## src/hw/rtl/lru_kv_pkg.sv

```systemverilog
package lru_kv_pkg;

    // Payload widths, fixed by the request and response formats.
    localparam int KEY_BITS      = 32;
    localparam int VALUE_BITS    = 32;

    // Capacity register.
    localparam int CAP_REG_BITS  = 5;
    localparam logic [CAP_REG_BITS-1:0] CAP_RESET = 5'd16;

    // Default number of entries.
    localparam int CAPACITY_DEF  = 16;

    // Slot field in the rank table command, wide enough for the largest store.
    localparam int SLOT_BITS     = 8;

    // Command codes.
    localparam logic CMD_GET     = 1'b0;
    localparam logic CMD_PUT     = 1'b1;

    // Request fields.
    typedef struct packed {
        logic                          cmd;
        logic signed [KEY_BITS-1:0]    key;
        logic signed [VALUE_BITS-1:0]  data_in;
    } t_req;

    // Response fields.
    typedef struct packed {
        logic                          found;
        logic signed [VALUE_BITS-1:0]  read_value;
    } t_rsp;

    // Command to the rank table: promote an entry, or insert into a slot.
    typedef struct packed {
        logic                  en;
        logic                  ins;
        logic [SLOT_BITS-1:0]  slot;
    } t_rank_op;

endpackage

```

## src/hw/rtl/lru_kv_rank.sv

```systemverilog
module lru_kv_rank #(
    parameter int  CAPACITY = lru_kv_pkg::CAPACITY_DEF,
    localparam int IW       = (CAPACITY > 1) ? $clog2(CAPACITY) : 1,
    localparam int OW       = $clog2(CAPACITY + 1)
) (
    input  logic                 i_clk,
    input  logic                 i_rst_n,
    input  lru_kv_pkg::t_rank_op i_op,
    input  logic [IW-1:0]        i_idx,
    output logic                 o_valid,
    output logic [IW-1:0]        o_rank,
    output logic [OW-1:0]        o_occ
);
    import lru_kv_pkg::*;

    logic [CAPACITY-1:0] r_valid;
    logic [IW-1:0]       r_rank [CAPACITY];
    logic [OW-1:0]       r_occ;
    logic [IW-1:0]       w_sel;
    logic [IW-1:0]       w_sel_rank;

    // Slot addressed by the command and its present rank.
    assign w_sel      = i_op.slot[IW-1:0];
    assign w_sel_rank = r_rank[w_sel];

    // Lookup port used by the scan.
    assign o_valid = r_valid[i_idx];
    assign o_rank  = r_rank[i_idx];
    assign o_occ   = r_occ;

    // Rank update: newer ones (all on insert) age in parallel, chosen one gets zero.
    always_ff @(posedge i_clk) begin
        if (!i_rst_n) begin
            r_valid <= '0;
            r_occ   <= '0;
            for (int i = 0; i < CAPACITY; i++) begin
                r_rank[i] <= '0;
            end
        end else if (i_op.en) begin
            for (int i = 0; i < CAPACITY; i++) begin
                if (i_op.ins) begin
                    if (r_valid[i] && (IW'(i) != w_sel)) begin
                        r_rank[i] <= r_rank[i] + 1'b1;
                    end
                end else if (r_valid[i] && (r_rank[i] < w_sel_rank)) begin
                    r_rank[i] <= r_rank[i] + 1'b1;
                end
            end
            r_rank[w_sel] <= '0;
            if (i_op.ins) begin
                r_valid[w_sel] <= 1'b1;
                // A free slot grows the store; an evicted slot is reused.
                if (!r_valid[w_sel]) begin
                    r_occ <= r_occ + 1'b1;
                end
            end
        end
    end

    // The fill count always matches the number of live entries.
    a_occ_count: assert property (@(posedge i_clk) disable iff (!i_rst_n)
        $countones(r_valid) == int'(r_occ))
        else $error("occupancy does not match valid entries");

    // The fill count never exceeds the store.
    a_occ_max: assert property (@(posedge i_clk) disable iff (!i_rst_n)
        int'(r_occ) <= CAPACITY)
        else $error("occupancy above capacity");

endmodule

```

## src/hw/rtl/lru_key_value_cache.sv

```systemverilog
// Channel   | Direction | Transfer condition          | Payload
// ----------+-----------+-----------------------------+------------------------
// request   | in        | start high, busy low        | i_req  (cmd, key, data_in)
// response  | out       | o_strobe high (one cycle)   | o_rsp  (found, read_value)
// config    | in        | i_cfg_valid and o_cfg_ready | i_cfg_data (capacity_in_use)
//
// Each request keeps busy high through a scan of every entry, one entry per cycle
// through the single read port of the key/value memory, then a last compare state
// and an update state.
// A get answers with o_strobe in the same cycle that busy falls; a put gives no response.
// Reset is synchronous and active low; the store starts empty, no clearing pass.
// The receiver cannot stall the response; the config port is always ready.
module lru_key_value_cache #(
    parameter int CAPACITY = lru_kv_pkg::CAPACITY_DEF
) (
    input  logic                                i_clk,
    input  logic                                i_rst_n,
    input  logic                                start,
    input  lru_kv_pkg::t_req                    i_req,
    output logic                                busy,
    output logic                                o_strobe,
    output lru_kv_pkg::t_rsp                    o_rsp,
    input  logic                                i_cfg_valid,
    output logic                                o_cfg_ready,
    input  logic [lru_kv_pkg::CAP_REG_BITS-1:0] i_cfg_data
);
    import lru_kv_pkg::*;

    localparam int IW = (CAPACITY > 1) ? $clog2(CAPACITY) : 1;
    localparam int OW = $clog2(CAPACITY + 1);
    localparam int CW = (OW > CAP_REG_BITS) ? OW : CAP_REG_BITS;
    localparam int WW = KEY_BITS + VALUE_BITS;
    localparam logic [IW-1:0] LAST_IDX = IW'(CAPACITY - 1);

    localparam logic [1:0] ST_IDLE   = 2'd0;
    localparam logic [1:0] ST_SCAN   = 2'd1;
    localparam logic [1:0] ST_LAST   = 2'd2;
    localparam logic [1:0] ST_UPDATE = 2'd3;

    logic [1:0]              r_state;
    logic [CAP_REG_BITS-1:0] r_cap;
    logic                    r_cmd;
    logic [KEY_BITS-1:0]     r_key;
    logic [VALUE_BITS-1:0]   r_data;
    logic [IW-1:0]           r_addr;
    logic [IW-1:0]           r_cmp_idx;
    logic                    r_cmp_vld;
    logic [WW-1:0]           r_rd_data;
    logic                    r_hit;
    logic [IW-1:0]           r_hit_idx;
    logic [VALUE_BITS-1:0]   r_hit_val;
    logic                    r_have_free;
    logic [IW-1:0]           r_free_idx;
    logic                    r_have_vic;
    logic [IW-1:0]           r_vic_idx;
    logic [IW-1:0]           r_vic_rank;
    logic                    r_strobe;
    t_rsp                    r_rsp;

    logic [WW-1:0]           mem [CAPACITY];

    logic [CW-1:0]           w_eff_cap;
    logic                    w_full;
    logic [IW-1:0]           w_slot;
    logic                    w_wr_en;
    logic                    w_valid_q;
    logic [IW-1:0]           w_rank_q;
    logic [OW-1:0]           w_occ;
    t_rank_op                w_op;

    // Capacity register.
    always_ff @(posedge i_clk) begin
        if (!i_rst_n) begin
            r_cap <= CAP_RESET;
        end else if (i_cfg_valid && o_cfg_ready) begin
            r_cap <= i_cfg_data;
        end
    end
    assign o_cfg_ready = 1'b1;

    // Effective capacity, saturated to one at the bottom and the store size at the top.
    always_comb begin
        if (r_cap == '0) begin
            w_eff_cap = CW'(1);
        end else if (CW'(r_cap) > CW'(CAPACITY)) begin
            w_eff_cap = CW'(CAPACITY);
        end else begin
            w_eff_cap = CW'(r_cap);
        end
    end
    assign w_full = CW'(w_occ) >= w_eff_cap;

    // Sequencer: accept, scan all entries, then update.
    always_ff @(posedge i_clk) begin
        if (!i_rst_n) begin
            r_state   <= ST_IDLE;
            r_cmp_vld <= 1'b0;
            r_strobe  <= 1'b0;
        end else begin
            r_strobe <= 1'b0;
            unique case (r_state)
                ST_IDLE: begin
                    r_cmp_vld <= 1'b0;
                    if (start) begin
                        r_cmd   <= i_req.cmd;
                        r_key   <= i_req.key;
                        r_data  <= i_req.data_in;
                        r_addr  <= '0;
                        r_state <= ST_SCAN;
                    end
                end
                ST_SCAN: begin
                    r_cmp_vld <= 1'b1;
                    r_cmp_idx <= r_addr;
                    if (r_addr == LAST_IDX) begin
                        r_state <= ST_LAST;
                    end else begin
                        r_addr <= r_addr + 1'b1;
                    end
                end
                ST_LAST: begin
                    r_cmp_vld <= 1'b0;
                    r_state   <= ST_UPDATE;
                end
                ST_UPDATE: begin
                    r_strobe         <= (r_cmd == CMD_GET);
                    r_rsp.found      <= r_hit;
                    r_rsp.read_value <= r_hit ? r_hit_val : '1;
                    r_state          <= ST_IDLE;
                end
                default: begin
                    r_state <= ST_IDLE;
                end
            endcase
        end
    end

    // Key and value memory: one registered read per scan cycle, written on a put.
    always_ff @(posedge i_clk) begin
        if (w_wr_en) begin
            mem[w_slot] <= {r_key, r_data};
        end
        r_rd_data <= mem[r_addr];
    end

    // Compare unit: key match, first free slot and oldest live entry.
    always_ff @(posedge i_clk) begin
        if (!i_rst_n || (r_state == ST_IDLE)) begin
            r_hit       <= 1'b0;
            r_have_free <= 1'b0;
            r_have_vic  <= 1'b0;
        end else if (r_cmp_vld) begin
            if (w_valid_q && (r_rd_data[WW-1 -: KEY_BITS] == r_key)) begin
                r_hit     <= 1'b1;
                r_hit_idx <= r_cmp_idx;
                r_hit_val <= r_rd_data[VALUE_BITS-1:0];
            end
            if (!w_valid_q && !r_have_free) begin
                r_have_free <= 1'b1;
                r_free_idx  <= r_cmp_idx;
            end
            if (w_valid_q && (!r_have_vic || (w_rank_q > r_vic_rank))) begin
                r_have_vic <= 1'b1;
                r_vic_idx  <= r_cmp_idx;
                r_vic_rank <= w_rank_q;
            end
        end
    end

    // Slot for the update: the hit entry, else the oldest when full, else a free one.
    always_comb begin
        if (r_hit) begin
            w_slot = r_hit_idx;
        end else if (w_full) begin
            w_slot = r_vic_idx;
        end else begin
            w_slot = r_free_idx;
        end
    end

    assign w_wr_en  = (r_state == ST_UPDATE) && (r_cmd == CMD_PUT);
    assign w_op.en   = (r_state == ST_UPDATE) && (r_hit || (r_cmd == CMD_PUT));
    assign w_op.ins  = !r_hit;
    assign w_op.slot = SLOT_BITS'(w_slot);

    // Valid bits, recency ranks and fill count.
    lru_kv_rank #(
        .CAPACITY (CAPACITY)
    ) u_rank (
        .i_clk   (i_clk),
        .i_rst_n (i_rst_n),
        .i_op    (w_op),
        .i_idx   (r_cmp_idx),
        .o_valid (w_valid_q),
        .o_rank  (w_rank_q),
        .o_occ   (w_occ)
    );

    assign busy     = (r_state != ST_IDLE);
    assign o_strobe = r_strobe;
    assign o_rsp    = r_rsp;

    // An accepted request occupies the block in the next cycle.
    a_busy_after_start: assert property (@(posedge i_clk) disable iff (!i_rst_n)
        (start && !busy) |=> busy)
        else $error("request transfer did not raise busy");

    // Responses are never back to back.
    a_strobe_single: assert property (@(posedge i_clk) disable iff (!i_rst_n)
        o_strobe |=> !o_strobe)
        else $error("response strobe held for two cycles");

    // Only a get produces a response, and only once the scan is over.
    a_strobe_get: assert property (@(posedge i_clk) disable iff (!i_rst_n)
        o_strobe |-> ((r_cmd == CMD_GET) && (r_state == ST_IDLE)))
        else $error("response strobe outside a finished get");

endmodule

```

## config.mk

```make
export PLATFORM = sky130hd
export DESIGN_NAME = lru_key_value_cache
export DESIGN_NICKNAME = d
export VERILOG_FILES = /design/src/hw/rtl/lru_kv_pkg.sv /design/src/hw/rtl/lru_kv_rank.sv /design/src/hw/rtl/lru_key_value_cache.sv
export SDC_FILE = /design/constraint.sdc
export NUM_CORES = 2
export LEC_CHECK = 0
export ABC_AREA = 0
export BUFFER_PORTS_ARGS = -buffer_cell sky130_fd_sc_hd__buf_2
export CAP_MARGIN = 20
export CORE_MARGIN = 2
export CORE_UTILIZATION = 55
export CTS_CLUSTER_DIAMETER = 80
export DETAILED_ROUTE_END_ITERATION = 10
export HOLD_SLACK_MARGIN = 0.15
export PLACE_DENSITY_LB_ADDON = 0.3
export SYNTH_ARGS = -nofsm -noshare
export SYNTH_HDL_FRONTEND = slang
export SYNTH_HIERARCHICAL = 1
export SYNTH_SLANG_ARGS = --single-unit
```

## constraint.sdc

```tcl
create_clock -name i_clk -period 13.8 [get_ports i_clk]
set_clock_uncertainty 0.15 [all_clocks]
set_input_delay 2.76 -clock i_clk [delete_from_list [all_inputs] [get_ports i_clk]]
set_output_delay 2.76 -clock i_clk [all_outputs]
set_load 0.02 [all_outputs]
```

==> Word level (Yosys, flattened, before mapping) <==
Memory sizes are Yosys's and may differ from the RTL's. A register that Yosys moved wholly into a read port is not among the register bits.
Index checks and enable logic that the tools add are counted.
{ "totals": {"romBits": 0, "mem_count": 2, "wordCells": 404, "ram_bits": 1088, "ff_bits": 187, "latch_bits": 0} }
{ "memory_table": {"columns": ["memory", "words", "word_bits", "rd", "rd_ports_with_merged_regs", "wr", "line", "source"], "rows": [
  ["mem", 16, 64, 1, 1, 1, "lru_key_value_cache.sv:60", "logic [WW-1:0] mem [CAPACITY];"],
  ["u_rank.r_rank", 16, 4, 18, 1, 17, "lru_kv_rank.sv:17", "logic [IW-1:0] r_rank [CAPACITY];"]
]} }
{ "classes": {"n_mul": 0, "bitwise": 37, "n_lt_le_gt_ge": 22, "n_eq_ne": 23, "shifts": 0, "reduce_logical": 65, "n_addsub": 18, "mux": 216, "div": 0} }
{ "op_table": {"columns": ["op", "count"], "rows": [
  ["$mux 1", 169],
  ["$mux 4", 37],
  ["$add 4x1->4 const B", 17],
  ["$lt 4x4->1", 16],
  ["$logic_and 1x1->1", 38],
  ["$eq 32x32->1", 1],
  ["$ne 4x4->1 const A", 8],
  ["$or 1x1->1", 32],
  ["$ne 3x4->1 const A", 4],
  ["$or 16x16->16", 1],
  ["$reduce_and 3->1", 5],
  ["$reduce_and 2->1", 7],
  ["$lt 4x5->1 const B", 2],
  ["$mux 5", 2],
  ["$bmux 1 s4", 2],
  ["$ne 2x4->1 const A", 2],
  ["$pmux 2 s4", 1],
  ["$pmux 4 s2", 1],
  ["$ne 2x2->1 const B", 3],
  ["$reduce_bool 2->1", 3],
  ["$add 5x1->5 const B", 1],
  ["$ge 5x5->1", 1],
  ["$gt 5x5->1 const B", 1],
  ["$logic_not 5->1", 1],
  ["16 further kinds", 26]
]} }

==> Depth between registers and ports, before layout <==
{ "logic_depth": {"ltp_word": 15, "ltp_mapped": 22} }

==> Hierarchy <==
Netlist, hierarchy kept.
{ "by_module_without_submodules": {"columns": ["module", "seq_area_each_um2", "cells_each", "area_each_um2", "instances"], "rows": [
  ["lru_key_value_cache", 36895.4, 2359, 46664.8, 1],
  ["lru_kv_rank", 1701.6, 810, 7394.6, 1]
]} }

==> Worst setup path before layout <==
No wires, ideal clock.
{ "synth_timing": {"path_type": "input -> register", "startpoint": "input port i_rst_n", "endpoint": "register r_hit_idx[0] (enable)", "n_path_buf": 0, "setup_ns": 0.523, "t_arrival_ns": 7.053, "required_ns": 13.127, "slack_ns": 6.074, "stages": 5, "cell_sequence": "nor2b_1 nand3_1 nor4_1 nand4_1 nor4_1"} }
{ "synth_between": {"elab_chain_len": 4} }
{ "synth_lines": {"columns": ["item", "line", "source"], "rows": [
  ["start, declared", "lru_key_value_cache.sv:17", "input logic i_rst_n,"],
  ["$logic_not 1->1", null, null],
  ["$logic_or 1x1->1", "lru_key_value_cache.sv:148", "if (!i_rst_n || (r_state == ST_IDLE)) begin"],
  ["$not 1->1 (no line)", null, null],
  ["$reduce_and 3->1 (no line)", null, null],
  ["end signal, assigned", "lru_key_value_cache.sv:155", "r_hit_idx <= r_cmp_idx;"],
  ["end, declared", "lru_key_value_cache.sv:50", "logic [IW-1:0] r_hit_idx;"]
]} }
Every way passes these cells.
A chain may end at the register's enable or synchronous reset.

==> results.txt <==
The flow ran to the end, and the final reports show no timing, DRC or antenna violations. The share of layout cells above drive strength 1 is 0.190, and the clock-pin slew on the worst setup and hold paths is 60 ps. The nature of the critical path endpoint was a flop.

For the number of global-route vias before repair, the log shows 30800. The tools report the number of hold violations in the final report as 0. Setup violations remaining at the end of the flow were counted as 0.

In this run the static leakage power is 20.0 nW. The post-synthesis cell count came out at 3168. Top cell family by delay on the critical path: compound AO/OA/AOI/OAI gates.

Leaving out fill and tap cells, the most frequent cells in the layout are 1178 x sky130_fd_sc_hd__edfxtp_1, 218 x sky130_fd_sc_hd__mux2i_1, 184 x sky130_fd_sc_hd__o21ai_0, 176 x sky130_fd_sc_hd__mux4_2, 160 x sky130_fd_sc_hd__dfxtp_1. The worst-case setup margin in the final layout is 6910 ps, and the largest net degree at the start of global routing is 139. For the worst-skew pair, the clock arrives at the later sink with an insertion delay of 760 ps. The logs give 3285 for the number of violations reported at the end of detailed-routing iteration 0 and 56100 um^2 for the cell area after placement. The summed negative setup slack over all endpoints was 0 ps. TritonCTS built the clock tree. The die covers 101000 um^2.

The maximum net fanout on the critical path is 48, and the total of cells resized after clock tree synthesis is 0. Clock root buffer: sky130_fd_sc_hd__clkbuf_16. The ratio of final minimum period to clock period was 0.500; the number of buffers between clock root and the deepest sink was 3. In this run, CTS created clock tree buffers numbering 136. Critical path's slowest cell: sky130_fd_sc_hd__a2111oi_0.

The tools report the number of diodes added for antenna fixing as 0. The first global-routing pass estimated 189000 um of wire. The worst path in the final design needs a cycle of 6890 ps, including I/O delays and setup. For this block, the via count after detailed routing is 30200. The total non-filler cell area in the finished layout is 60600 um^2, and the area of the core region is 97000 um^2. The worst setup slack after placement came out at 7050 ps. The floorplan has 114 rows. The logs give 0 for the hold-fix buffer count after cts and 6 for the total of warnings raised by yosys. After synthesis the cells add up to 54100 um^2. Max-cap violations in this run came to 0. Dividing the detail-routed wire length by the instance count gives 26.9 um. The tools report the initial standard-cell utilization of the core as 0.557. Before antenna repair, the detailed router went through 6 iterations. In this design, the stage delay of the slowest critical-path cell is 830 ps. Counting instances, the worst hold path has a depth of 0. The vertical die dimension works out to 318 um. The cell depth of the worst setup path was 18; the headroom to the max-slew limit was 0.268.

The utilization after layout is 0.624, and the number of buffers inserted by port buffering is 108. The critical path contains buffers and inverters numbering 2 combined. CTS saw 1339 sinks. Using the TritonRoute via totals, the vias-per-cell ratio works out to 6.43. The signal on the critical path passes through nor3_1 > nor2_1 > nor2_1 > ha_1 > nand2b_1 > a31oi_1 > o21a_1 > mux2i_4 > buf_4 > mux4_2 > mux4_2 > inv_1 > ha_1 > a21o_1 > a2111oi_0 > a21oi_1 > or3_1 > a21oi_1. The number of standard cells in the layout, taps in and fillers out came out at 4695. The logs give 2 for the initial antenna violation count and 67700 um for the half-perimeter wire length of the detailed placement result.

The wire length reported by the detailed router was 126000 um; the deepest level of the CTS H-tree was 4. The tools report the number of fill cells as 6676. The tightest min-delay check is of the flop to flop type. The worst setup path is launched from a flop. The residual antenna-violating net count after detailed routing is 0, and the synthesized netlist net count is 3322.

Counting cells, the worst reg-to-reg path comes to 18. At the pin with the least slew margin, the transition time is 1100 ps. The type of the worst setup path is flop to flop. The library cell used most frequently in the layout, excluding fill and tap cells, is sky130_fd_sc_hd__edfxtp_1. For the total global routing track utilization, the log shows 0.249.

Total power per unit cell area: 165 nW/um^2. Horizontal die dimension: 318 um. The run gives 145 MHz as the highest clock rate. After detailed routing, the number of remaining DRC violations is 0.

The required time at the endpoint of the critical path was 14310 ps; the number of setup buffers added after CTS was 0. Data arrives at the worst endpoint at 7400 ps. Final hold analysis gives a worst-case slack of 252 ps. Setup repair after global routing left no endpoint under its margin. The final-report max-slew violation count was 0; the area overhead of the layout relative to synthesis was 12.1%.

The congestion estimate from routability-driven global placement came to 0.851. The mean cell area of the mapped netlist works out to 17.1 um^2. The logs give 0.135 mV for the worst IR drop on VDD and 3462 for the number of nets in the layout.

The remaining global-route overflow came out at 0. The placed instance count is 4444. The power after layout is 10.0 mW, and the I/O pin count is 110.
state kept, by name, summed over array words and instances (netlist names), 5 cells and up:
register	count
mem	1024
o_rsp	33
r_cap	5
r_data	32
r_hit_val	32
r_key	32
r_rd_data	64
u_rank/o_occ	5
u_rank/r_rank	64
u_rank/r_valid	16
worst paths after layout:
check	slack [ps]	endpoint	from
min reg2reg	250	r_hit_val[7]$_DFFE_PP_	r_rd_data[7]$_DFF_P_
max	6910	u_rank/r_rank[12][3]$_SDFFE_PP0P_	r_cap[1]$_SDFFE_PN0P_
max reg2reg	6910	u_rank/r_rank[12][3]$_SDFFE_PP0P_	r_cap[1]$_SDFFE_PN0P_
min	250	r_hit_val[7]$_DFFE_PP_	r_rd_data[7]$_DFF_P_
report_power, final:
| part | switching (mW) | total (mW) | internal [mW] |
|---|---|---|---|
| combinational | 0.914 | 1.56 | 0.650 |
| sequential | 0.175 | 4.83 | 4.66 |
| clock | 1.51 | 3.62 | 2.11 |
| total | 2.60 | 10.0 | 7.41 |
area by class of cell:
cell class,count,area (um^2),share of cell area
sequential,1339,38600,0.637
clock inverter,61,639,0.0106
clock buffer,188,3830,0.0633
tap,1276,1600,0.0264
timing repair buffer,160,1010,0.0166
multi-input combinational,1628,14700,0.243
inverter,43,161,0.00266
metal layers:
layer | routed length, um | global-route usage | up-vias
li1 | - | - | 13100
met1 | 48700 | 0.325 | 15400
met2 | 63800 | 0.426 | 1413
met3 | 9370 | 0.0369 | 285
met4 | 4190 | 0.0986 | 0
met5 | 0 | 0 | -
Note: power is estimated with default switching activity, not from simulation.
